--- config.mk ---
export PLATFORM = sky130hd
export DESIGN_NAME = r2p_prep
export DESIGN_NICKNAME = d
export VERILOG_FILES = /design/src/r2p_pkg.sv /design/src/r2p_prep.sv
export SDC_FILE = /design/constraint.sdc
export NUM_CORES = 1
export LEC_CHECK = 0
export BUFFER_PORTS_ARGS = -buffer_cell sky130_fd_sc_hd__buf_2
export CELL_PAD_IN_SITES_DETAIL_PLACEMENT = 1
export CELL_PAD_IN_SITES_GLOBAL_PLACEMENT = 2
export CORE_MARGIN = 2
export CORE_UTILIZATION = 31
export DETAILED_ROUTE_END_ITERATION = 10
export PLACE_DENSITY = 0.85
export SETUP_SLACK_MARGIN = 0.4
export SYNTH_ARGS = -nofsm -noshare
export SYNTH_HDL_FRONTEND = slang
export SYNTH_SLANG_ARGS = --single-unit
export TNS_END_PERCENT = 10
--- constraint.sdc ---
create_clock -name clk_i -period 5.3 [get_ports clk_i]
set_input_delay 1.06 -clock clk_i [delete_from_list [all_inputs] [get_ports clk_i]]
set_output_delay 1.06 -clock clk_i [all_outputs]
set_load 0.05 [all_outputs]
--- src/r2p_pkg.sv ---
`timescale 1ns / 1ps
// ----------------------------------------------------------------------------
// r2p_pkg
// Shared constants for the rectangular to polar converter: angle accumulator
// format, gain correction factor and the arctangent table.
// ----------------------------------------------------------------------------
package r2p_pkg;

  // extra fraction bits carried through the rotation stages
  localparam int GUARD_BITS = 8;

  // angle accumulator in units of pi / 2^31
  localparam int ANGLE_ACC_W = 34;
  localparam int ATAN_W      = 32;

  // output angle in units of pi / 2^15
  localparam int ANGLE_W     = 17;
  localparam int ANGLE_SHIFT = 16;
  localparam int ANGLE_MAX   = 32768;

  localparam logic signed [ANGLE_ACC_W-1:0] PI_ACC      = 34'sh0_8000_0000;
  localparam logic signed [ANGLE_ACC_W-1:0] HALF_PI_ACC = 34'sh0_4000_0000;

  // inverse cordic gain 0x9B74EDA8 / 2^32, split into two halves
  localparam logic [15:0] INV_GAIN_HI = 16'h9B74;
  localparam logic [15:0] INV_GAIN_LO = 16'hEDA8;

  // atan(2^-i) in units of pi / 2^31
  localparam logic [ATAN_W-1:0] ATAN_TABLE [32] = '{
    32'h20000000, 32'h12E4051E, 32'h09FB385B, 32'h051111D4,
    32'h028B0D43, 32'h0145D7E1, 32'h00A2F61E, 32'h00517C55,
    32'h0028BE53, 32'h00145F2F, 32'h000A2F98, 32'h000517CC,
    32'h00028BE6, 32'h000145F3, 32'h0000A2FA, 32'h0000517D,
    32'h000028BE, 32'h0000145F, 32'h00000A30, 32'h00000518,
    32'h0000028C, 32'h00000146, 32'h000000A3, 32'h00000051,
    32'h00000029, 32'h00000014, 32'h0000000A, 32'h00000005,
    32'h00000003, 32'h00000001, 32'h00000001, 32'h00000000
  };

endpackage

--- src/r2p_prep.sv ---
`timescale 1ns / 1ps
// ----------------------------------------------------------------------------
// r2p_prep
// Input stage: folds the left half plane into the right one, sets the start
// angle and detects the axis cases that bypass the rotations.
// ----------------------------------------------------------------------------
module r2p_prep
  import r2p_pkg::*;
#(
  parameter int SAMPLE_WIDTH = 16
) (
  input  logic                                         clk_i,
  input  logic                                         rst_ni,
  input  logic                                         valid_i,
  output logic                                         ready_o,
  input  logic signed [SAMPLE_WIDTH-1:0]               real_part_i,
  input  logic signed [SAMPLE_WIDTH-1:0]               imag_part_i,
  output logic                                         valid_o,
  input  logic                                         ready_i,
  output logic                                         bypass_o,
  output logic signed [SAMPLE_WIDTH+GUARD_BITS+2:0]    x_o,
  output logic signed [SAMPLE_WIDTH+GUARD_BITS+2:0]    y_o,
  output logic signed [ANGLE_ACC_W-1:0]                z_o
);

  localparam int XW = SAMPLE_WIDTH + GUARD_BITS + 3;

  logic                        valid_q;
  logic                        bypass_d, bypass_q;
  logic signed [XW-1:0]        x_d, x_q, y_d, y_q;
  logic signed [ANGLE_ACC_W-1:0] z_d, z_q;
  logic signed [XW-1:0]        re_ext, im_ext, re_abs, im_abs;
  logic                        re_neg, im_neg, re_zero, im_zero;

  // sign extension and absolute values
  assign re_ext  = {{(XW-SAMPLE_WIDTH){real_part_i[SAMPLE_WIDTH-1]}}, real_part_i};
  assign im_ext  = {{(XW-SAMPLE_WIDTH){imag_part_i[SAMPLE_WIDTH-1]}}, imag_part_i};
  assign re_neg  = real_part_i[SAMPLE_WIDTH-1];
  assign im_neg  = imag_part_i[SAMPLE_WIDTH-1];
  assign re_zero = (real_part_i == '0);
  assign im_zero = (imag_part_i == '0);
  assign re_abs  = re_neg ? -re_ext : re_ext;
  assign im_abs  = im_neg ? -im_ext : im_ext;

  // start vector and start angle
  always_comb begin
    bypass_d = 1'b0;
    x_d      = '0;
    y_d      = '0;
    z_d      = '0;
    priority if (im_zero) begin
      // on the real axis: magnitude is |re|, angle 0 or +pi
      bypass_d = 1'b1;
      x_d      = re_abs;
      z_d      = re_neg ? PI_ACC : '0;
    end else if (re_zero) begin
      // on the imaginary axis: magnitude is |im|, angle +/- pi/2
      bypass_d = 1'b1;
      x_d      = im_abs;
      z_d      = im_neg ? -HALF_PI_ACC : HALF_PI_ACC;
    end else if (re_neg) begin
      // turn through pi into the right half plane
      x_d = (-re_ext) <<< GUARD_BITS;
      y_d = (-im_ext) <<< GUARD_BITS;
      z_d = im_neg ? -PI_ACC : PI_ACC;
    end else begin
      x_d = re_ext <<< GUARD_BITS;
      y_d = im_ext <<< GUARD_BITS;
    end
  end

  // stage handshake
  assign ready_o = !valid_q || ready_i;

  always_ff @(posedge clk_i or negedge rst_ni) begin
    if (!rst_ni) begin
      valid_q <= 1'b0;
    end else if (ready_o) begin
      valid_q <= valid_i;
    end
  end

  // stage payload
  always_ff @(posedge clk_i) begin
    if (valid_i && ready_o) begin
      bypass_q <= bypass_d;
      x_q      <= x_d;
      y_q      <= y_d;
      z_q      <= z_d;
    end
  end

  assign valid_o  = valid_q;
  assign bypass_o = bypass_q;
  assign x_o      = x_q;
  assign y_o      = y_q;
  assign z_o      = z_q;

endmodule

==> results.md <==
* Critical path start-end classification: in -> reg
* Setup-violating endpoint count in the final report at 0
* Number of pins exceeding their max-slew limit in the final report at 0
* Layout-stage area growth over the synthesis result at 15.7%
* Power density over the cells at 280 nW/um^2
* Post-synthesis instance area at 3220 um^2
* First-pass GRT wire length at 12800 um
* Rows at 37
* Unrepaired setup endpoints after global routing: no
* Worst stage delay on the critical path at 1.11 ns
* Tightest Pin Transition at 1.35 ns
* Top cell by count, worst path: o21ai_0
* Share of Yosys cell area claimed by the top area cell type at 46.6%
* Synth Area per Inst at 9.86 um^2
* Vias in the first global route at 2474
* CP Launch Type: input pin
* Nature of the critical path endpoint: register
* Share of the cycle needed by the critical path after routing at 65.8%
* Worst path slowest cell: nor3_1
* CP arrival at 3.55 ns
* Number of enable-type register cells in the synthesized netlist at 50
* Routed via count divided by cell count at 4.67
* Pre-Repair DR Iteration Count at 5
* IO Count at 127
* Starting Density at 31.5%
* Highest-count cells in the layout ignoring fill and taps: buf_2, edfxtp_1, conb_1
* Post-synthesis cell count at 327
* Clock Latency Late Sink at 0.31 ns
* Hold WC Path Type: in -> async
* Worst reg-to-reg setup slack at 3.51 ns
* Adder-Cell Fraction of Synth Area at 2.64%
* Clock tree skew after final layout at 0.00311 ns
* Final Hold Slack at 0.506 ns
* Final Hold Violating Endpoints at 0
* Worst voltage drop across the vdd grid at 0.000101 V
* Clock tree from TritonCTS: yes
* Routed length per instance at 15.3 um
* Dominant combinational cell family by area after synthesis: simple AND/OR/NAND/NOR gates
* Maximum number of pins on one net before global-route repair at 51
* Maximum clock path buffer count at 2
* Share of synthesized area occupied by flip-flops and latches at 47.4%
* Area inside the core boundary at 10200 um^2
* Post-route DRC violation count at 0
* Sinks on Clock Net at 51
* Outcome: finished, final reports clean
* Post-synthesis async set-or-reset flop share at 1.96%
* First DRT Iteration DRCs at 116
* Hold_buf cts at 0
* I/O Buffers at 88
* Total number of yosys warnings at 0
* Req. time, crit path at 5.36 ns
* Peak fanout along the critical path at 12
* Worst slew slack as a fraction of its limit at 9.38%
* Most frequently used flop master after synthesis: edfxtp_1
* Overall routing resource usage at 14.6%
* Number of setup buffers added after CTS at 0
* RR Endpoint: y_o[20]
* Most frequent standard cell in the layout excluding fill and tap cells: buf_2
* Distinct cell type count after synthesis at 42
* DP Wirelength at 6250 um
* Number of buffers created by CTS at 5
* Detailed-route wire length at 8300 um
* Number of maximum-capacitance constraint violations at 0
* Residual overflow from global routing at 0
* Routability congestion estimate from global placement at 0.842
* XOR/XNOR share of the synthesized area at 10.1%
* Synth top area cells: edfxtp_1, buf_4, xor2_1
* N_diodes at 0
* Buffer type at the clock tree root: clkbuf_8
* Die outline width at 106 um
* Path depth of the worst reg2reg path at 2
* Fraction of final layout cells sized beyond drive strength 1 at 25.6%
* Post-Synth Simple-Gate Area at 16.1%
* Setup TNS at 0 ns
* Mux share of post-synthesis cell area at 0.970%
* Synthesized-area fraction occupied by ao, oa, aoi and oai cells at 10.5%
* Crit Reg-Reg Startpoint: valid_o
* Fraction of the core area covered by cells at the end of the flow at 36.5%
* Critical path cell sequence: buf_2 -> inv_1 -> ha_1 -> nor2b_1 -> nand4b_1 -> nor3_1 -> o21ai_0 -> nand3_1 -> o21ai_0
* Leakage at 1.57 nW
* H-tree depth at 2
* Clock period minus final worst setup slack at 3.49 ns
* Largest area contributor in the netlist: edfxtp_1
* Net total in the final layout at 447
* Number of antenna violations at the first check in global routing at 0
* Number of fill cells at 1213
* Height of the chip at 106 um
* Total of cells resized after clock tree synthesis at 0
* Full die area at 11200 um^2
* Clk slew on worst S/H paths at 0.09 ns
* Number of synthesized register bits at 51
* Final antenna-violating net count at 0
* Routed vias at 2533
* Peak clock frequency supported by timing at 287 MHz
==> per-stage QoR <==
stage	setup slack [ns]	area [um^2]	power (mW)	cells
after CTS	1.87	3730	1.06	542
final	1.81	3730	1.05	542
after global routing	1.52	3730	1.09	542
after detailed placement	1.54	3620	0.786	534
after floorplan	2.09	3370	0.740	367
after global placement	1.73	3620	0.783	534
==> where the power goes <==
group	leakage, nW	switching [mW]	internal [mW]	total [mW]
logic	1.03	0.235	0.0608	0.295
clock network	0.0514	0.128	0.141	0.269
registers	0.493	0.00592	0.475	0.481
==> Yosys cell counts, types with 3 or more instances <==
cell      number
nor2_1        36
nor3_1         8
nand4_1        4
or4_1          3
o31ai_1        4
o21ai_0       21
clkbuf_1      13
or2_2          3
nand3_1        5
a21oi_1       11
buf_2          4
o21ai_1        3
xor2_1        25
o41ai_1        5
nor2b_1        3
o22ai_1        6
edfxtp_1      50
inv_1          8
xnor2_1       12
nand2_1       27
buf_4         39
ha_1           6
or3_1          6
==> kinds of logic (layout without fill, tap and decap cells) <==
family	after synthesis	in the layout
AND/OR/NAND/NOR	107	107
other	1	41
XOR/XNOR	37	37
adder cells (fa/ha/maj)	7	7
flip-flops	51	51
multiplexers	3	3
AO/OA/AOI/OAI	56	56
buffers and inverters	65	104
==> worst max-delay path by stage <==
stage / depth (start not counted) / from / to / slack, ns
3_5_place_dp: 9 / real_part_i[0] / x_o[11] / 1.54
6_report: 9 / real_part_i[0] / x_o[11] / 1.81
4_1_cts: 9 / real_part_i[0] / x_o[11] / 1.87
3_3_place_gp: 9 / real_part_i[0] / x_o[11] / 1.73
2_1_floorplan: 2 / ready_i / bypass_o / 2.09
5_1_grt: 9 / real_part_i[0] / x_o[11] / 1.52
==> per-layer routing <==
| metal | GRT usage [%] | wire length [um] |
|---|---|---|
| met5 | 0 | 0 |
| met4 | 5.26 | 166 |
| met3 | 2.88 | 565 |
| met2 | 24.6 | 3860 |
| met1 | 18.6 | 3710 |
==> cell type report <==
cell class              instances  area, um^2  share of cell area, %
flip-flops and latches         51        1530                   40.9
multi-input cells             251        1450                   38.9
repair buffers                 88         440                   11.8
well taps                     136         170                   4.56
clock buffers                   6        72.6                   1.95
clock inverters                 2        37.5                   1.01
inverters                       8        30.0                  0.805
==> critical path: cells and delay by family <==
family / cells / cell delay [ns]
AND/OR/NAND/NOR: 4 / 1.72
buffers and inverters: 2 / 0.20
AO/OA/AOI/OAI: 2 / 0.39
adder cells (fa/ha/maj): 1 / 0.19
==> sequential cells by signal, summed over array words and instances (netlist names) <==
| signal | flops |
|---|---|
| x_o | 27 |
| y_o | 19 |
| z_o | 3 |
| bypass_o | 1 |
| valid_o | 1 |
No activity file was read; power rests on OpenSTA's default activity.
