**src/r2p_pkg.sv**
```systemverilog
`timescale 1ns / 1ps
// ----------------------------------------------------------------------------
// r2p_pkg
// Shared constants for the rectangular to polar converter: angle accumulator
// format, gain correction factor and the arctangent table.
// ----------------------------------------------------------------------------
package r2p_pkg;

  // extra fraction bits carried through the rotation stages
  localparam int GUARD_BITS = 8;

  // angle accumulator in units of pi / 2^31
  localparam int ANGLE_ACC_W = 34;
  localparam int ATAN_W      = 32;

  // output angle in units of pi / 2^15
  localparam int ANGLE_W     = 17;
  localparam int ANGLE_SHIFT = 16;
  localparam int ANGLE_MAX   = 32768;

  localparam logic signed [ANGLE_ACC_W-1:0] PI_ACC      = 34'sh0_8000_0000;
  localparam logic signed [ANGLE_ACC_W-1:0] HALF_PI_ACC = 34'sh0_4000_0000;

  // inverse cordic gain 0x9B74EDA8 / 2^32, split into two halves
  localparam logic [15:0] INV_GAIN_HI = 16'h9B74;
  localparam logic [15:0] INV_GAIN_LO = 16'hEDA8;

  // atan(2^-i) in units of pi / 2^31
  localparam logic [ATAN_W-1:0] ATAN_TABLE [32] = '{
    32'h20000000, 32'h12E4051E, 32'h09FB385B, 32'h051111D4,
    32'h028B0D43, 32'h0145D7E1, 32'h00A2F61E, 32'h00517C55,
    32'h0028BE53, 32'h00145F2F, 32'h000A2F98, 32'h000517CC,
    32'h00028BE6, 32'h000145F3, 32'h0000A2FA, 32'h0000517D,
    32'h000028BE, 32'h0000145F, 32'h00000A30, 32'h00000518,
    32'h0000028C, 32'h00000146, 32'h000000A3, 32'h00000051,
    32'h00000029, 32'h00000014, 32'h0000000A, 32'h00000005,
    32'h00000003, 32'h00000001, 32'h00000001, 32'h00000000
  };

endpackage

```
**src/r2p_scale.sv**
```systemverilog
`timescale 1ns / 1ps
// ----------------------------------------------------------------------------
// r2p_scale
// Output stages: removes the cordic gain from x and rounds it to the input
// scale, and rounds and clamps the accumulated angle. Two register stages.
// ----------------------------------------------------------------------------
module r2p_scale
  import r2p_pkg::*;
#(
  parameter int SAMPLE_WIDTH = 16
) (
  input  logic                                      clk_i,
  input  logic                                      rst_ni,
  input  logic                                      valid_i,
  output logic                                      ready_o,
  input  logic                                      bypass_i,
  input  logic signed [SAMPLE_WIDTH+GUARD_BITS+2:0] x_i,
  input  logic signed [ANGLE_ACC_W-1:0]             z_i,
  output logic                                      valid_o,
  input  logic                                      ready_i,
  output logic        [SAMPLE_WIDTH-1:0]            magnitude_o,
  output logic signed [ANGLE_W-1:0]                 angle_o
);

  localparam int XW    = SAMPLE_WIDTH + GUARD_BITS + 3;
  localparam int PW    = XW + 16;
  localparam int SUM_W = PW + 1;
  localparam int MAG_SHIFT = 16 + GUARD_BITS;
  localparam int MW    = SUM_W - MAG_SHIFT;
  localparam int RW    = ANGLE_ACC_W - ANGLE_SHIFT + 1;

  // first stage: gain products
  logic                          a_valid_q, a_bypass_q, a_ready;
  logic [XW-1:0]                 ux;
  logic [PW-1:0]                 hi_d, lo_d, hi_q, lo_q;
  logic [SAMPLE_WIDTH-1:0]       a_byp_mag_q;
  logic signed [ANGLE_ACC_W-1:0] a_z_q;

  // second stage: rounding and output register
  logic                          b_valid_q, b_ready;
  logic [SUM_W-1:0]              mag_sum;
  logic [MW-1:0]                 mag_full;
  logic [SAMPLE_WIDTH-1:0]       mag_d, mag_q;
  logic                          z_neg;
  logic [ANGLE_ACC_W-1:0]        z_abs;
  logic [RW-1:0]                 r_abs, r_clamp;
  logic signed [ANGLE_W-1:0]     angle_d, angle_q;

  // multiply by the inverse gain, negative x taken as zero
  assign ux   = x_i[XW-1] ? '0 : XW'(x_i);
  assign hi_d = PW'(ux) * PW'(INV_GAIN_HI);
  assign lo_d = PW'(ux) * PW'(INV_GAIN_LO);

  assign a_ready = !a_valid_q || b_ready;
  assign ready_o = a_ready;

  always_ff @(posedge clk_i or negedge rst_ni) begin
    if (!rst_ni) begin
      a_valid_q <= 1'b0;
    end else if (a_ready) begin
      a_valid_q <= valid_i;
    end
  end

  always_ff @(posedge clk_i) begin
    if (valid_i && a_ready) begin
      hi_q        <= hi_d;
      lo_q        <= lo_d;
      a_bypass_q  <= bypass_i;
      a_byp_mag_q <= x_i[SAMPLE_WIDTH-1:0];
      a_z_q       <= z_i;
    end
  end

  // magnitude: round half up and saturate
  assign mag_sum  = SUM_W'(hi_q) + (SUM_W'(1) << (MAG_SHIFT - 1)) + SUM_W'(lo_q >> 16);
  assign mag_full = mag_sum[SUM_W-1:MAG_SHIFT];

  always_comb begin
    if (a_bypass_q) begin
      mag_d = a_byp_mag_q;
    end else if (|mag_full[MW-1:SAMPLE_WIDTH]) begin
      mag_d = '1;
    end else begin
      mag_d = mag_full[SAMPLE_WIDTH-1:0];
    end
  end

  // angle: round half away from zero and clamp to +/- pi
  assign z_neg = a_z_q[ANGLE_ACC_W-1];
  assign z_abs = z_neg ? ANGLE_ACC_W'(-a_z_q) : ANGLE_ACC_W'(a_z_q);
  assign r_abs = RW'((z_abs + (ANGLE_ACC_W'(1) << (ANGLE_SHIFT - 1))) >> ANGLE_SHIFT);
  assign r_clamp = (r_abs > RW'(ANGLE_MAX)) ? RW'(ANGLE_MAX) : r_abs;
  assign angle_d = z_neg ? -ANGLE_W'(r_clamp) : ANGLE_W'(r_clamp);

  assign b_ready = !b_valid_q || ready_i;

  always_ff @(posedge clk_i or negedge rst_ni) begin
    if (!rst_ni) begin
      b_valid_q <= 1'b0;
    end else if (b_ready) begin
      b_valid_q <= a_valid_q;
    end
  end

  always_ff @(posedge clk_i) begin
    if (a_valid_q && b_ready) begin
      mag_q   <= mag_d;
      angle_q <= angle_d;
    end
  end

  assign valid_o     = b_valid_q;
  assign magnitude_o = mag_q;
  assign angle_o     = angle_q;

endmodule

```
**config.mk**
```make
export PLATFORM = sky130hd
export DESIGN_NAME = r2p_scale
export DESIGN_NICKNAME = d
export VERILOG_FILES = /design/src/r2p_pkg.sv /design/src/r2p_scale.sv
export SDC_FILE = /design/constraint.sdc
export NUM_CORES = 1
export LEC_CHECK = 0
export BUFFER_PORTS_ARGS = -buffer_cell sky130_fd_sc_hd__clkbuf_2
export CAP_MARGIN = 20
export CELL_PAD_IN_SITES_DETAIL_PLACEMENT = 0
export CELL_PAD_IN_SITES_GLOBAL_PLACEMENT = 1
export CORE_MARGIN = 2
export CORE_UTILIZATION = 35
export CTS_CLUSTER_DIAMETER = 120
export DETAILED_ROUTE_END_ITERATION = 6
export GPL_TIMING_DRIVEN = 1
export PLACE_DENSITY = 0.72
export SLEW_MARGIN = 0
export SYNTH_ARGS = -nofsm -noshare
export SYNTH_HDL_FRONTEND = slang
export SYNTH_SLANG_ARGS = --single-unit
```
**constraint.sdc**
```tcl
create_clock -name clk_i -period 12.2 [get_ports clk_i]
set_input_delay 1.22 -clock clk_i [delete_from_list [all_inputs] [get_ports clk_i]]
set_output_delay 1.22 -clock clk_i [all_outputs]
set_load 0.005 [all_outputs]
```
==> flow_summary.ini <==
[worst_setup_path]
cp.required_ns = 12.39
start_kind = input pin
worst_path_most_repeated_cell = fa_1
worstReg2RegStart = a_z_q[11]
r2r_slack_ns = 5.90
arrival_ns = 8.19
cp_max_fo = 67
r2r_cells = 21
end_kind = flop
slowest_stage = nor2b_1
max_stage_delay_ns = 0.70
r2r_end = angle_o[10]
cp_cell_sequence = clkbuf_2 -> buf_4 -> nor2b_1 -> nand2_1 -> fa_1 -> fa_1 -> inv_1 -> fa_1 -> fa_1 -> ha_1 -> or4_1 -> or4_1 -> a41oi_1 -> a211o_1 -> o211ai_1 -> a21o_1 -> a211o_1 -> a221oi_1 -> o21bai_1 -> xnor2_1
critPathKind = in -> reg

[logic_synthesis]
synthAdderAreaFrac_pct = 41.2
syn_area_per_cell_um2 = 10.1
ys.flop_type = edfxtp_1
syn_area_um2 = 20300
synth_edf_count = 148
synth_mux_area_share_pct = 0.683
synth_warnings = 0
synthSimpleGateAreaFrac_pct = 11.4
synth_top_family_by_area = adder cells
synth-compound-area-share_pct = 9.59
synth-seq-cells = 150
synthCells = 2020
ys_types = 86
ys_seq_area_share_pct = 22.1
synthArstFlopShare_pct = 1.33
synth_nets = 2606
synthXorXnorAreaFrac_pct = 6.19

[routing]
wl_per_cell_um = 19.2
drcViolationCount = 0
drt_wl_total_mm = 55.0
vias = 14200
firstDrtPassIters = 5
routed_via_density = 4.96
drt_iter0_drc = 826
drtAntennaViolNets = 0

[die]
die_x_um = 245
rows = 88
die_area_um2 = 60100
start_util_pct = 35.3
die_h_um = 245
coreArea_um2 = 57600
ioPinCount = 101

[sta]
slew_headroom_pct = 25.4
holdWs_ns = 0.492
finalSetupViolCount = 0
layout_min_cycle_time_ns = 7.99
worstMarginPinSlew_ns = 1.12
hold_viol_final = 0
rsz0062_at_grt = false
slew_violations = 0
post-route-period-util_pct = 65.5
clock_skew_ns = 0.0123
setup-tns-final_ns = 0
fmax_mhz = 125

[final_layout]
utilization_pct = 38.6
drive_above_1_share_pct = 8.55
fin_area_um2 = 22200
antenna_cells = 0
nNetsFinal = 2678
syn_to_final_growth_pct = 9.31

[clock_tree]
clk_pin_slew_ns = 0.07
cts_resized = 0
clock-root-buffer = clkbuf_16
clock_sinks = 150
htree_levels = 4
tritoncts = yes
ctsHoldBuffers = 0
cts_setup_buffers = 0
cts_buffers = 17
worstSkewPairLatency_ns = 0.46
cts_max_path_buffers = 2

[place]
port_buffers = 100
postPlaceCellArea_um2 = 21600
globalplace.congestion = 0.919
dp_hpwl_mm = 46.4

[power]
finalPower_mw = 5.10
power.leakage_nw = 10.7
vdd_drop_max_mv = 0.133
p_per_area_nw_per_um2 = 229

[grt]
grt_use_total_pct = 18.7
grt_pass1_vias = 15000
overflow = 0
grt_max_degree = 72
grt_pass1_wl_mm = 85.4
antenna_found_initial = 0

[worst_hold_path]
hold_end = valid_o
min_from = a_valid_q
hold_path_depth = 1
hp-class = reg -> reg

[run]
cap_violations = 0

[run_status]
status = finished clean
## worst max-delay path: cells and delay by family
kind | cells | cell delay [ns]
XOR/XNOR | 1 | 0.13
buffers and inverters | 3 | 0.45
AO/OA/AOI/OAI | 7 | 1.93
AND/OR/NAND/NOR | 4 | 2.15
adder cells (fa/ha/maj) | 5 | 2.27
## placed cells by master (no fill, tap or decap), types with 27 or more instances in the layout
master    Yosys  final
inv_1       411    411
ha_1        271    271
fa_1        249    249
edfxtp_1    148    148
clkbuf_2      0    100
xnor2_1      97     97
nor2_1       93     93
nand2_1      86     86
a21oi_1      74     74
nor2b_1      53     53
xor2_1       45     45
o21ai_0      45     45
a21o_1       42     42
nand2b_1     38     38
nand3_1      27     27
## synthesized netlist by cell type, types with 9 or more instances
cell type  instances  area (um2)
inv_1            411        1540
ha_1             271        3390
fa_1             249        4980
edfxtp_1         148        4440
xnor2_1           97         850
nor2_1            93         349
nand2_1           86         323
a21oi_1           74         370
nor2b_1           53         332
clkbuf_1          45         169
o21ai_0           45         225
xor2_1            45         394
a21o_1            42         315
nand2b_1          38         238
nand3_1           27         135
nor3_1            25         125
and2_1            23         144
and3_1            19         119
nor4_1            12        75.1
o21a_1            12        90.1
or2_2             12        75.1
a211oi_1          11        82.6
a31oi_1           11        68.8
nand3b_1           9        67.6
o31ai_1            9        67.6
or3_1              9        56.3
## stage by stage
step | setup WS [ns] | cells
2_1_floorplan | 4.16 | 2020
3_3_place_gp | 3.77 | 2837
3_5_place_dp | 3.66 | 2837
4_1_cts | 4.14 | 2869
5_1_grt | 3.80 | 2870
6_report | 4.21 | 2870
## cell type report
class / count / area, um2
fillers: 5727 / 35300
multi-input cells: 1402 / 14100
flip-flops and latches: 150 / 4490
inverters: 412 / 1550
well taps: 765 / 957
repair buffers: 109 / 568
clock buffers: 17 / 425
clock inverters: 15 / 189
## power breakdown
part	switching, mW	internal (mW)
Sequential	0.0583	0.853
Combinational	2.15	1.49
Clock	0.267	0.281
Total	2.47	2.63
## flip-flops by register name, indices dropped and copies added, names as in the netlist, 16 cells and up
signal	flops
hi_q	37
a_z_q	34
lo_q	27
angle_o	17
a_byp_mag_q	16
magnitude_o	16
## worst max-delay path by stage
stage,from,end,slack (ns),cells past startpoint
after global placement,x_i[26],hi_q[40],3.77,25
final,x_i[26],lo_q[41],4.21,20
after detailed placement,x_i[26],lo_q[41],3.66,20
after global routing,x_i[26],lo_q[41],3.80,20
after CTS,x_i[26],lo_q[41],4.14,20
after floorplan,x_i[26],lo_q[41],4.16,23
## kinds of logic (layout without fill, tap and decap cells)
kind of cell               count (synthesis)  after routing
and+or+nand+nor                          440            440
buffers and inverters                    468            553
AOI/OAI and AO/OA                        285            285
muxes                                     13             13
adders and majority gates                521            521
xor gates and xnor gates                 143            143
DFF                                      150            150
## metal layers
metal	global-route usage [%]	wire length (um)	part of all wire, %
met2	31.8	26800	49
met3	2.06	2100	3.8
met1	25.1	25000	45
met5	0	0	0
met4	5.06	1060	1.9
Note: power is estimated with default switching activity, not from simulation.
