==> config.mk <==
export PLATFORM = sky130hd
export DESIGN_NAME = r2p_rotate
export DESIGN_NICKNAME = d
export VERILOG_FILES = /design/src/r2p_pkg.sv /design/src/r2p_rotate.sv
export SDC_FILE = /design/constraint.sdc
export NUM_CORES = 1
export LEC_CHECK = 0
export ABC_AREA = 0
export BUFFER_PORTS_ARGS = -buffer_cell sky130_fd_sc_hd__buf_2
export CAP_MARGIN = 20
export CORE_ASPECT_RATIO = 1.2
export CORE_UTILIZATION = 42
export DETAILED_ROUTE_END_ITERATION = 7
export GPL_ROUTABILITY_DRIVEN = 0
export GPL_TIMING_DRIVEN = 0
export PLACE_DENSITY = 0.63
export SYNTH_ARGS = -nofsm -noshare
export SYNTH_HDL_FRONTEND = slang
export SYNTH_SLANG_ARGS = --single-unit
==> constraint.sdc <==
create_clock -name clk_i -period 3.5 [get_ports clk_i]
set_clock_uncertainty 0.1 [all_clocks]
set_input_delay 0.7 -clock clk_i [delete_from_list [all_inputs] [get_ports clk_i]]
set_output_delay 0.7 -clock clk_i [all_outputs]
set_load 0.005 [all_outputs]
==> src/r2p_pkg.sv <==
`timescale 1ns / 1ps
// ----------------------------------------------------------------------------
// r2p_pkg
// Shared constants for the rectangular to polar converter: angle accumulator
// format, gain correction factor and the arctangent table.
// ----------------------------------------------------------------------------
package r2p_pkg;

  // extra fraction bits carried through the rotation stages
  localparam int GUARD_BITS = 8;

  // angle accumulator in units of pi / 2^31
  localparam int ANGLE_ACC_W = 34;
  localparam int ATAN_W      = 32;

  // output angle in units of pi / 2^15
  localparam int ANGLE_W     = 17;
  localparam int ANGLE_SHIFT = 16;
  localparam int ANGLE_MAX   = 32768;

  localparam logic signed [ANGLE_ACC_W-1:0] PI_ACC      = 34'sh0_8000_0000;
  localparam logic signed [ANGLE_ACC_W-1:0] HALF_PI_ACC = 34'sh0_4000_0000;

  // inverse cordic gain 0x9B74EDA8 / 2^32, split into two halves
  localparam logic [15:0] INV_GAIN_HI = 16'h9B74;
  localparam logic [15:0] INV_GAIN_LO = 16'hEDA8;

  // atan(2^-i) in units of pi / 2^31
  localparam logic [ATAN_W-1:0] ATAN_TABLE [32] = '{
    32'h20000000, 32'h12E4051E, 32'h09FB385B, 32'h051111D4,
    32'h028B0D43, 32'h0145D7E1, 32'h00A2F61E, 32'h00517C55,
    32'h0028BE53, 32'h00145F2F, 32'h000A2F98, 32'h000517CC,
    32'h00028BE6, 32'h000145F3, 32'h0000A2FA, 32'h0000517D,
    32'h000028BE, 32'h0000145F, 32'h00000A30, 32'h00000518,
    32'h0000028C, 32'h00000146, 32'h000000A3, 32'h00000051,
    32'h00000029, 32'h00000014, 32'h0000000A, 32'h00000005,
    32'h00000003, 32'h00000001, 32'h00000001, 32'h00000000
  };

endpackage

==> src/r2p_rotate.sv <==
`timescale 1ns / 1ps
// ----------------------------------------------------------------------------
// r2p_rotate
// One vectoring micro-rotation: drives y toward zero by atan(2^-STEP) and
// accumulates the turned angle. Axis items pass through unchanged.
// ----------------------------------------------------------------------------
module r2p_rotate
  import r2p_pkg::*;
#(
  parameter int SAMPLE_WIDTH = 16,
  parameter int STEP         = 0
) (
  input  logic                                      clk_i,
  input  logic                                      rst_ni,
  input  logic                                      valid_i,
  output logic                                      ready_o,
  input  logic                                      bypass_i,
  input  logic signed [SAMPLE_WIDTH+GUARD_BITS+2:0] x_i,
  input  logic signed [SAMPLE_WIDTH+GUARD_BITS+2:0] y_i,
  input  logic signed [ANGLE_ACC_W-1:0]             z_i,
  output logic                                      valid_o,
  input  logic                                      ready_i,
  output logic                                      bypass_o,
  output logic signed [SAMPLE_WIDTH+GUARD_BITS+2:0] x_o,
  output logic signed [SAMPLE_WIDTH+GUARD_BITS+2:0] y_o,
  output logic signed [ANGLE_ACC_W-1:0]             z_o
);

  localparam int XW = SAMPLE_WIDTH + GUARD_BITS + 3;
  localparam logic signed [ANGLE_ACC_W-1:0] ATAN_STEP =
    {{(ANGLE_ACC_W-ATAN_W){1'b0}}, ATAN_TABLE[STEP]};

  logic                          valid_q, bypass_q;
  logic signed [XW-1:0]          x_d, x_q, y_d, y_q, dx, dy;
  logic signed [ANGLE_ACC_W-1:0] z_d, z_q;

  // shifts truncate toward zero
  assign dx = y_i[XW-1] ? -((-y_i) >>> STEP) : (y_i >>> STEP);
  assign dy = x_i[XW-1] ? -((-x_i) >>> STEP) : (x_i >>> STEP);

  // micro-rotation in the direction that shrinks |y|
  always_comb begin
    priority if (bypass_i) begin
      x_d = x_i;
      y_d = y_i;
      z_d = z_i;
    end else if (!y_i[XW-1]) begin
      x_d = x_i + dx;
      y_d = y_i - dy;
      z_d = z_i + ATAN_STEP;
    end else begin
      x_d = x_i - dx;
      y_d = y_i + dy;
      z_d = z_i - ATAN_STEP;
    end
  end

  // stage handshake
  assign ready_o = !valid_q || ready_i;

  always_ff @(posedge clk_i or negedge rst_ni) begin
    if (!rst_ni) begin
      valid_q <= 1'b0;
    end else if (ready_o) begin
      valid_q <= valid_i;
    end
  end

  // stage payload
  always_ff @(posedge clk_i) begin
    if (valid_i && ready_o) begin
      bypass_q <= bypass_i;
      x_q      <= x_d;
      y_q      <= y_d;
      z_q      <= z_d;
    end
  end

  assign valid_o  = valid_q;
  assign bypass_o = bypass_q;
  assign x_o      = x_q;
  assign y_o      = y_q;
  assign z_o      = z_q;

endmodule

==> impl_metrics.py, run 1 <==
metrics = {
    "timing": {
        "max_freq_mhz": 262.3,
        "worst_pin_slew_ns": 0.9212,
        "fin_hold_ws_ns": 0.4137,
        "slew_violations": 0,
        "setup_viol": 15,
        "min_period_over_period": 1.089,
        "rsz0062_at_grt": "true",
        "finalWorstSetupSlack_ns": -0.3125,
        "period_minus_slack_ns": 3.813,
        "finalHoldViolations": 0,
        "slew_headroom": 0.3859,
    },
    "yosys": {
        "syn_area_sq_um": 7408,
        "synthXorXnorAreaFrac": 0.1182,
        "synth_top_family_by_area": "compound AO/OA/AOI/OAI gates",
        "yosys-top-cells-count": "nand2_1 (100), edfxtp_1 (89), a21oi_1 (85)",
        "avgSynthCellArea_sq_um": 8.872,
        "synth-async-reset-ratio": 0.01111,
        "synth-simple-area-share": 0.1623,
        "ys_ff_latch": 90,
        "synth_most_common_cell": "nand2_1",
        "yosys_warnings": 0,
        "synth-edff-count": 89,
        "yosys.area_share.adder": 0.1061,
        "ys_seq_area_frac": 0.3641,
        "yosys.area.top_type": "edfxtp_1",
        "syn_inst": 835,
        "synth-compound-area-share": 0.2050,
        "synthesis.nets": 989,
        "netlist.area_leader.share": 0.3607,
        "synth_ff_type": "edfxtp_1",
        "synth_area_leaders": "edfxtp_1 (36%), ha_1 (9.8%), xnor2_1 (7.3%), a21oi_1 (5.7%), o21ai_0 (5.3%)",
        "synth_mux_area_frac": 0.01013,
        "synth_cell_types": 56,
    },
    "placed_design": {
        "place_area_sq_um": 8801,
        "port_buffers": 183,
        "place_hpwl_um": 16930,
        "place_ws_ns": -1.072,
    },
    "setup_path": {
        "critPathKind": "in2reg",
        "crit_buf_inv": 3,
        "critical-path-max-stage-delay_ns": 0.53,
        "path_delay_family": "simple AND/OR/NAND/NOR gates",
        "crit_fanout": 3,
        "cp_slowest_cell": "or4_4",
        "end_kind": "flop",
        "worst_ep_arrival_time_ns": 3.83,
        "crit_path_start_kind": "input pin",
        "path_cells": "buf_8, or4_4, or3_4, nor2_4, a21oi_1, xnor2_1, ha_1, buf_6, nand4_1, or3_4, buf_4, o21ai_4, mux2_4, a21oi_2, xnor2_1",
        "critPathRequiredTime_ns": 3.51,
    },
    "route": {
        "antenna_left": 0,
        "routedWlPerCell_um": 17.76,
        "drcViolationCount": 0,
        "wl_um": 23260,
        "viasPerCell": 5.612,
        "drt_pass1_iterations": 5,
        "vias": 7352,
        "drt_iter0_drc": 426,
    },
    "grt": {
        "top_usage_layer": "met2",
        "use_met2": 0.4291,
        "grt_overflow": 0,
        "grt_use_total": 0.2498,
        "grt_max_degree": 50,
        "grt_use_met1": 0.3163,
        "grt_pass1_vias": 6973,
        "use_met3": 0.03511,
        "grt_first_pass_wirelength_um": 35360,
        "antenna_found_initial": 0,
    },
    "clock_tree": {
        "clkSinkCount": 90,
        "cts_buffers": 9,
        "cts_tree": "built",
        "clk_path_buf_depth": 2,
        "clk-insertion-delay-late_ns": 0.36,
        "ctsHtreeMaxLevel": 3,
        "cts_root_buffer": "clkbuf_16",
        "path_clk_slew_ns": 0.07,
    },
    "power": {
        "p_seq_frac": 0.328,
        "switching_share": 0.3532,
        "leakagePower_nw": 4.333,
        "power_density_nw_per_um2": 386.5,
        "internal_power_mw": 2.629,
        "ir_drop_mv": 0.2407,
        "combPwrFrac": 0.409,
        "p_switching_mw": 1.435,
        "power_frac_clock": 0.263,
    },
    "layout": {
        "antenna_cells": 0,
        "drive_above_1_share": 0.4004,
        "nets": 1243,
        "fin_area_sq_um": 10520,
        "area_growth_pct": 41.94,
        "fillers": 1449,
    },
    "floorplanning": {
        "row_count": 52,
        "core_sq_um": 17050,
        "fp.dieW_um": 123.2,
        "start_util": 0.4346,
        "die_h_um": 147.5,
        "ioPinCount": 184,
        "die-area_sq_um": 18180,
    },
    "outcome": {
        "violations": "negative setup slack",
        "status": "finished with violations",
    },
    "hold_path": {
        "hold_path_class": "in2reg",
    },
    "flow_run": {
        "maxCapViolCount": 0,
    },
}
final cells by class:
| class | count | area [sq um] | area share |
|---|---|---|---|
| plain buffers | 24 | 147.6 | 0.01404 |
| clock buffers | 9 | 225.2 | 0.02142 |
| well taps | 216 | 270.3 | 0.02570 |
| inverters | 30 | 117.6 | 0.01119 |
| multi-input cells | 679 | 5363 | 0.5100 |
| flip-flops and latches | 90 | 2698 | 0.2565 |
| clock inverters | 7 | 95.09 | 0.009043 |
| repair buffers | 255 | 1599 | 0.1521 |
power by group through the flow:
stage / registers, mW / logic (mW) / clock network, mW
floorplan: 1.38 / 0.872 / 0
finish: 1.33 / 1.66 / 1.07
global route: 1.34 / 1.81 / 1.13
detailed placement: 1.36 / 1.29 / 0
CTS: 1.33 / 1.50 / 1.09
global placement: 1.36 / 1.27 / 0
path summary, 6_finish.rpt:
| kind | start | to | slack (ns) | depth (start not counted) |
|---|---|---|---|---|
| setup / recovery | y_i[15] | x_o[26]$_DFFE_PP_ | -0.31 | 15 |
| max in group asynchronous | rst_ni | valid_o$_DFFE_PN0N_ | 2.67 | 2 |
| hold / removal | z_i[2] | z_o[2]$_DFFE_PP_ | 0.41 | 1 |
| hold reg to reg | valid_o$_DFFE_PN0N_ | valid_o$_DFFE_PN0N_ | 0.49 | 2 |
| min in group asynchronous | rst_ni | valid_o$_DFFE_PN0N_ | 0.54 | 2 |
| setup reg to reg | valid_o$_DFFE_PN0N_ | x_o[26]$_DFFE_PP_ | 1.68 | 3 |
stage by stage:
stage | utilization | setup TNS, ns | cells | total power [mW]
after floorplan | - | -3.272 | 835 | 2.249
after global placement | 0.5145 | -107.22 | 1234 | 2.635
after detailed placement | 0.5163 | -25.31 | 1235 | 2.645
after CTS | 0.5841 | -3.072 | 1292 | 3.918
after global routing | 0.6169 | -4.611 | 1310 | 4.279
final | 0.6169 | -2.442 | 1310 | 4.064
cells in the final DEF (no fill, tap or decap), types with 36 or more instances in the layout:
cell	count
a21oi_1	54
buf_4	65
ha_1	37
nor2_1	55
nand2_1	90
edfxtp_1	89
xor2_1	36
buf_2	171
o21ai_0	44
xnor2_1	57
metal layers:
layer,share of wire,wire [um]
met4,0.020,470
met1,0.42,9831
met5,0,0
met2,0.49,11450
met3,0.065,1506
registers in the layout (all words and copies together), names as in the netlist:
signal,cells
valid_o,1
x_o,27
z_o,34
bypass_o,1
y_o,27
what timing repair did:
action,in CTS,in global routing
pin swaps,70,91
hold buffers,1,0
hold endpoints to repair,1,0
setup buffers,48,24
endpoints found under the setup margin,33,33
gates resized for setup,133,116
gates cloned,0,0
cell families (layout without fill, tap and decap cells):
logic type / Yosys count / count (layout)
AO/OA/AOI/OAI: 254 / 254
XOR/XNOR: 100 / 100
adder cells (fa/ha/maj): 61 / 61
buffers and inverters: 66 / 325
flip-flops: 90 / 90
multiplexers: 7 / 7
AND/OR/NAND/NOR: 257 / 257
No activity file was read; power rests on OpenSTA's default activity.
==> run 2, diff against run 1 <==
--- a/config.mk
+++ b/config.mk
@@ -8,7 +8,7 @@
 export ABC_AREA = 0
 export BUFFER_PORTS_ARGS = -buffer_cell sky130_fd_sc_hd__buf_2
 export CAP_MARGIN = 20
-export CORE_ASPECT_RATIO = 1.2
+export CORE_ASPECT_RATIO = 0.7
 export CORE_UTILIZATION = 42
 export DETAILED_ROUTE_END_ITERATION = 7
 export GPL_ROUTABILITY_DRIVEN = 0
==> constraint.sdc (replaced) <==
create_clock -name clk_i -period 3.8 [get_ports clk_i]
set_clock_uncertainty 0.1 [all_clocks]
set_input_delay 0.76 -clock clk_i [delete_from_list [all_inputs] [get_ports clk_i]]
set_output_delay 0.76 -clock clk_i [all_outputs]
set_load 0.005 [all_outputs]
==> run 2 against run 1 <==
The run still ends with negative setup slack left. Via count about the same. Sequential cell count stayed put. Utilization fell by 2.6 points. Critical endpoint unchanged. Highest routed layer is now met5.
==> impl_metrics.py, run 2 (synthesis results as in run 1) <==
metrics = {
    "outcome": {
        "status": "finished with violations",
        "violations": "negative setup slack",
    },
    "grt": {
        "grt_overflow": 0,
        "use_met3": 0.06195,
        "antenna_found_initial": 2,
        "grt_use_total": 0.2485,
        "grt_max_degree": 51,
        "grt_pass1_vias": 6882,
        "grt_use_met1": 0.3416,
        "use_met2": 0.3835,
        "grt_first_pass_wirelength_um": 35400,
        "top_usage_layer": "met2",
    },
    "timing": {
        "worst_pin_slew_ns": 0.8467,
        "slew_violations": 0,
        "min_period_over_period": 1.043,
        "period_minus_slack_ns": 3.965,
        "finalHoldViolations": 0,
        "max_freq_mhz": 252.2,
        "rsz0062_at_grt": "true",
        "slew_headroom": 0.4356,
        "fin_hold_ws_ns": 0.05917,
        "finalWorstSetupSlack_ns": -0.1646,
        "setup_viol": 8,
    },
    "layout": {
        "area_growth_pct": 37.34,
        "drive_above_1_share": 0.3666,
        "largest_reg_flops": 34,
        "nets": 1232,
        "final_cell_mix": "buf_2 (174), nand2_1 (95), edfxtp_1 (89)",
        "layout_commonest_cell": "buf_2",
        "finalNonFillerCells": 1315,
    },
    "floorplanning": {
        "ioPinCount": 184,
        "row_count": 40,
        "start_util": 0.4303,
        "die-area_sq_um": 18180,
        "fp.dieW_um": 160.7,
        "die_h_um": 113.1,
        "core_sq_um": 17220,
    },
    "power": {
        "ir_drop_mv": 0.2106,
        "p_total_mw": 3.612,
        "p_switching_mw": 1.286,
        "switching_share": 0.3559,
        "internal_power_mw": 2.326,
        "power_density_nw_per_um2": 355.0,
        "p_seq_frac": 0.339,
        "power_frac_clock": 0.253,
        "combPwrFrac": 0.407,
        "leakagePower_nw": 4.206,
    },
    "flow_run": {
        "maxCapViolCount": 0,
    },
    "clock_tree": {
        "ctsHtreeMaxLevel": 3,
        "cts_root_buffer": "clkbuf_16",
        "path_clk_slew_ns": 0.07,
        "clk_path_buf_depth": 2,
        "cts_tree": "built",
        "cts_buffers": 9,
        "holdBufCountCts": 0,
        "clk-insertion-delay-late_ns": 0.36,
        "clkSinkCount": 90,
    },
    "route": {
        "drt_pass1_iterations": 5,
        "drt_iter0_drc": 549,
        "drcViolationCount": 0,
        "antenna_left": 0,
        "viasPerCell": 5.587,
        "vias": 7347,
        "wl_um": 23000,
        "routedWlPerCell_um": 17.49,
    },
    "placed_design": {
        "place_ws_ns": -0.9740,
        "place_hpwl_um": 16780,
        "dp_cells": 1250,
        "port_buffers": 183,
    },
    "setup_path": {
        "path_cells": "buf_8, or4_4, or3_4, a21oi_4, o21ai_2, xnor2_1, ha_1, nand4_1, or3_4, o32a_1, o21ai_2, mux2_4, a21oi_2, xnor2_1",
        "worst_ep_arrival_time_ns": 3.97,
        "end_kind": "flop",
        "critPathRequiredTime_ns": 3.81,
        "crit_fanout": 3,
        "path_delay_family": "simple AND/OR/NAND/NOR gates",
        "cp_slowest_cell": "or4_4",
        "crit_buf_inv": 1,
        "critical-path-max-stage-delay_ns": 0.54,
        "crit_path_start_kind": "input pin",
        "critPathKind": "in2reg",
    },
    "hold_path": {
        "hold_path_class": "in2async",
    },
}
-- run 2: area by class of cell --
class,instances,area (sq um)
tap,231,289.0
clock inverter,7,81.33
clock buffer,9,225.2
antenna,1,2.502
multi-input combinational,679,5171
sequential,90,2698
inverter,30,115.1
timing repair buffer,245,1465
fill,1540,7042
buffer,23,127.6
-- run 2: metal layers --
| metal | routed length (um) | share of wire |
|---|---|---|
| met1 | 10560 | 0.46 |
| met2 | 10040 | 0.44 |
| met3 | 1851 | 0.080 |
| met4 | 529 | 0.023 |
| met5 | 21 | 0.00091 |
-- run 2: worst paths after layout --
path / startpoint / endpoint / cells past startpoint / slack (ns)
min reg2reg: valid_o$_DFFE_PN0N_ / valid_o$_DFFE_PN0N_ / 2 / 0.44
max reg2reg: valid_o$_DFFE_PN0N_ / y_o[24]$_DFFE_PP_ / 3 / 2.05
min: rst_ni / valid_o$_DFFE_PN0N_ / 1 / 0.06
max: y_i[15] / x_o[26]$_DFFE_PP_ / 14 / -0.16
min in group clk_i: valid_o$_DFFE_PN0N_ / valid_o$_DFFE_PN0N_ / 2 / 0.44
max in group asynchronous: rst_ni / valid_o$_DFFE_PN0N_ / 1 / 3.46
-- run 2: power groups by stage --
stage | registers [mW] | clock network (mW) | logic, mW
6_report | 1.23 | 0.915 | 1.47
5_1_grt | 1.23 | 0.968 | 1.61
4_1_cts | 1.23 | 0.939 | 1.30
3_5_place_dp | 1.25 | 0 | 1.18
3_3_place_gp | 1.25 | 0 | 1.17
2_1_floorplan | 1.27 | 0 | 0.793
-- run 2: through the flow --
stage	cell area (sq um)	setup TNS, ns	util
after floorplan	7521	-0.5569	-
after global placement	8726	-86.44	0.5068
after detailed placement	8756	-25.36	0.5086
after CTS	9657	-0.6849	0.5609
after global routing	10170	-1.363	0.5908
final	10170	-0.4173	0.5910
-- run 2: timing repair --
action / CTS / global route
cloned: 0 / 0
pin swaps: 60 / 49
endpoints found under the setup margin: 33 / 29
buffers inserted: 38 / 23
gates resized for setup: 87 / 96
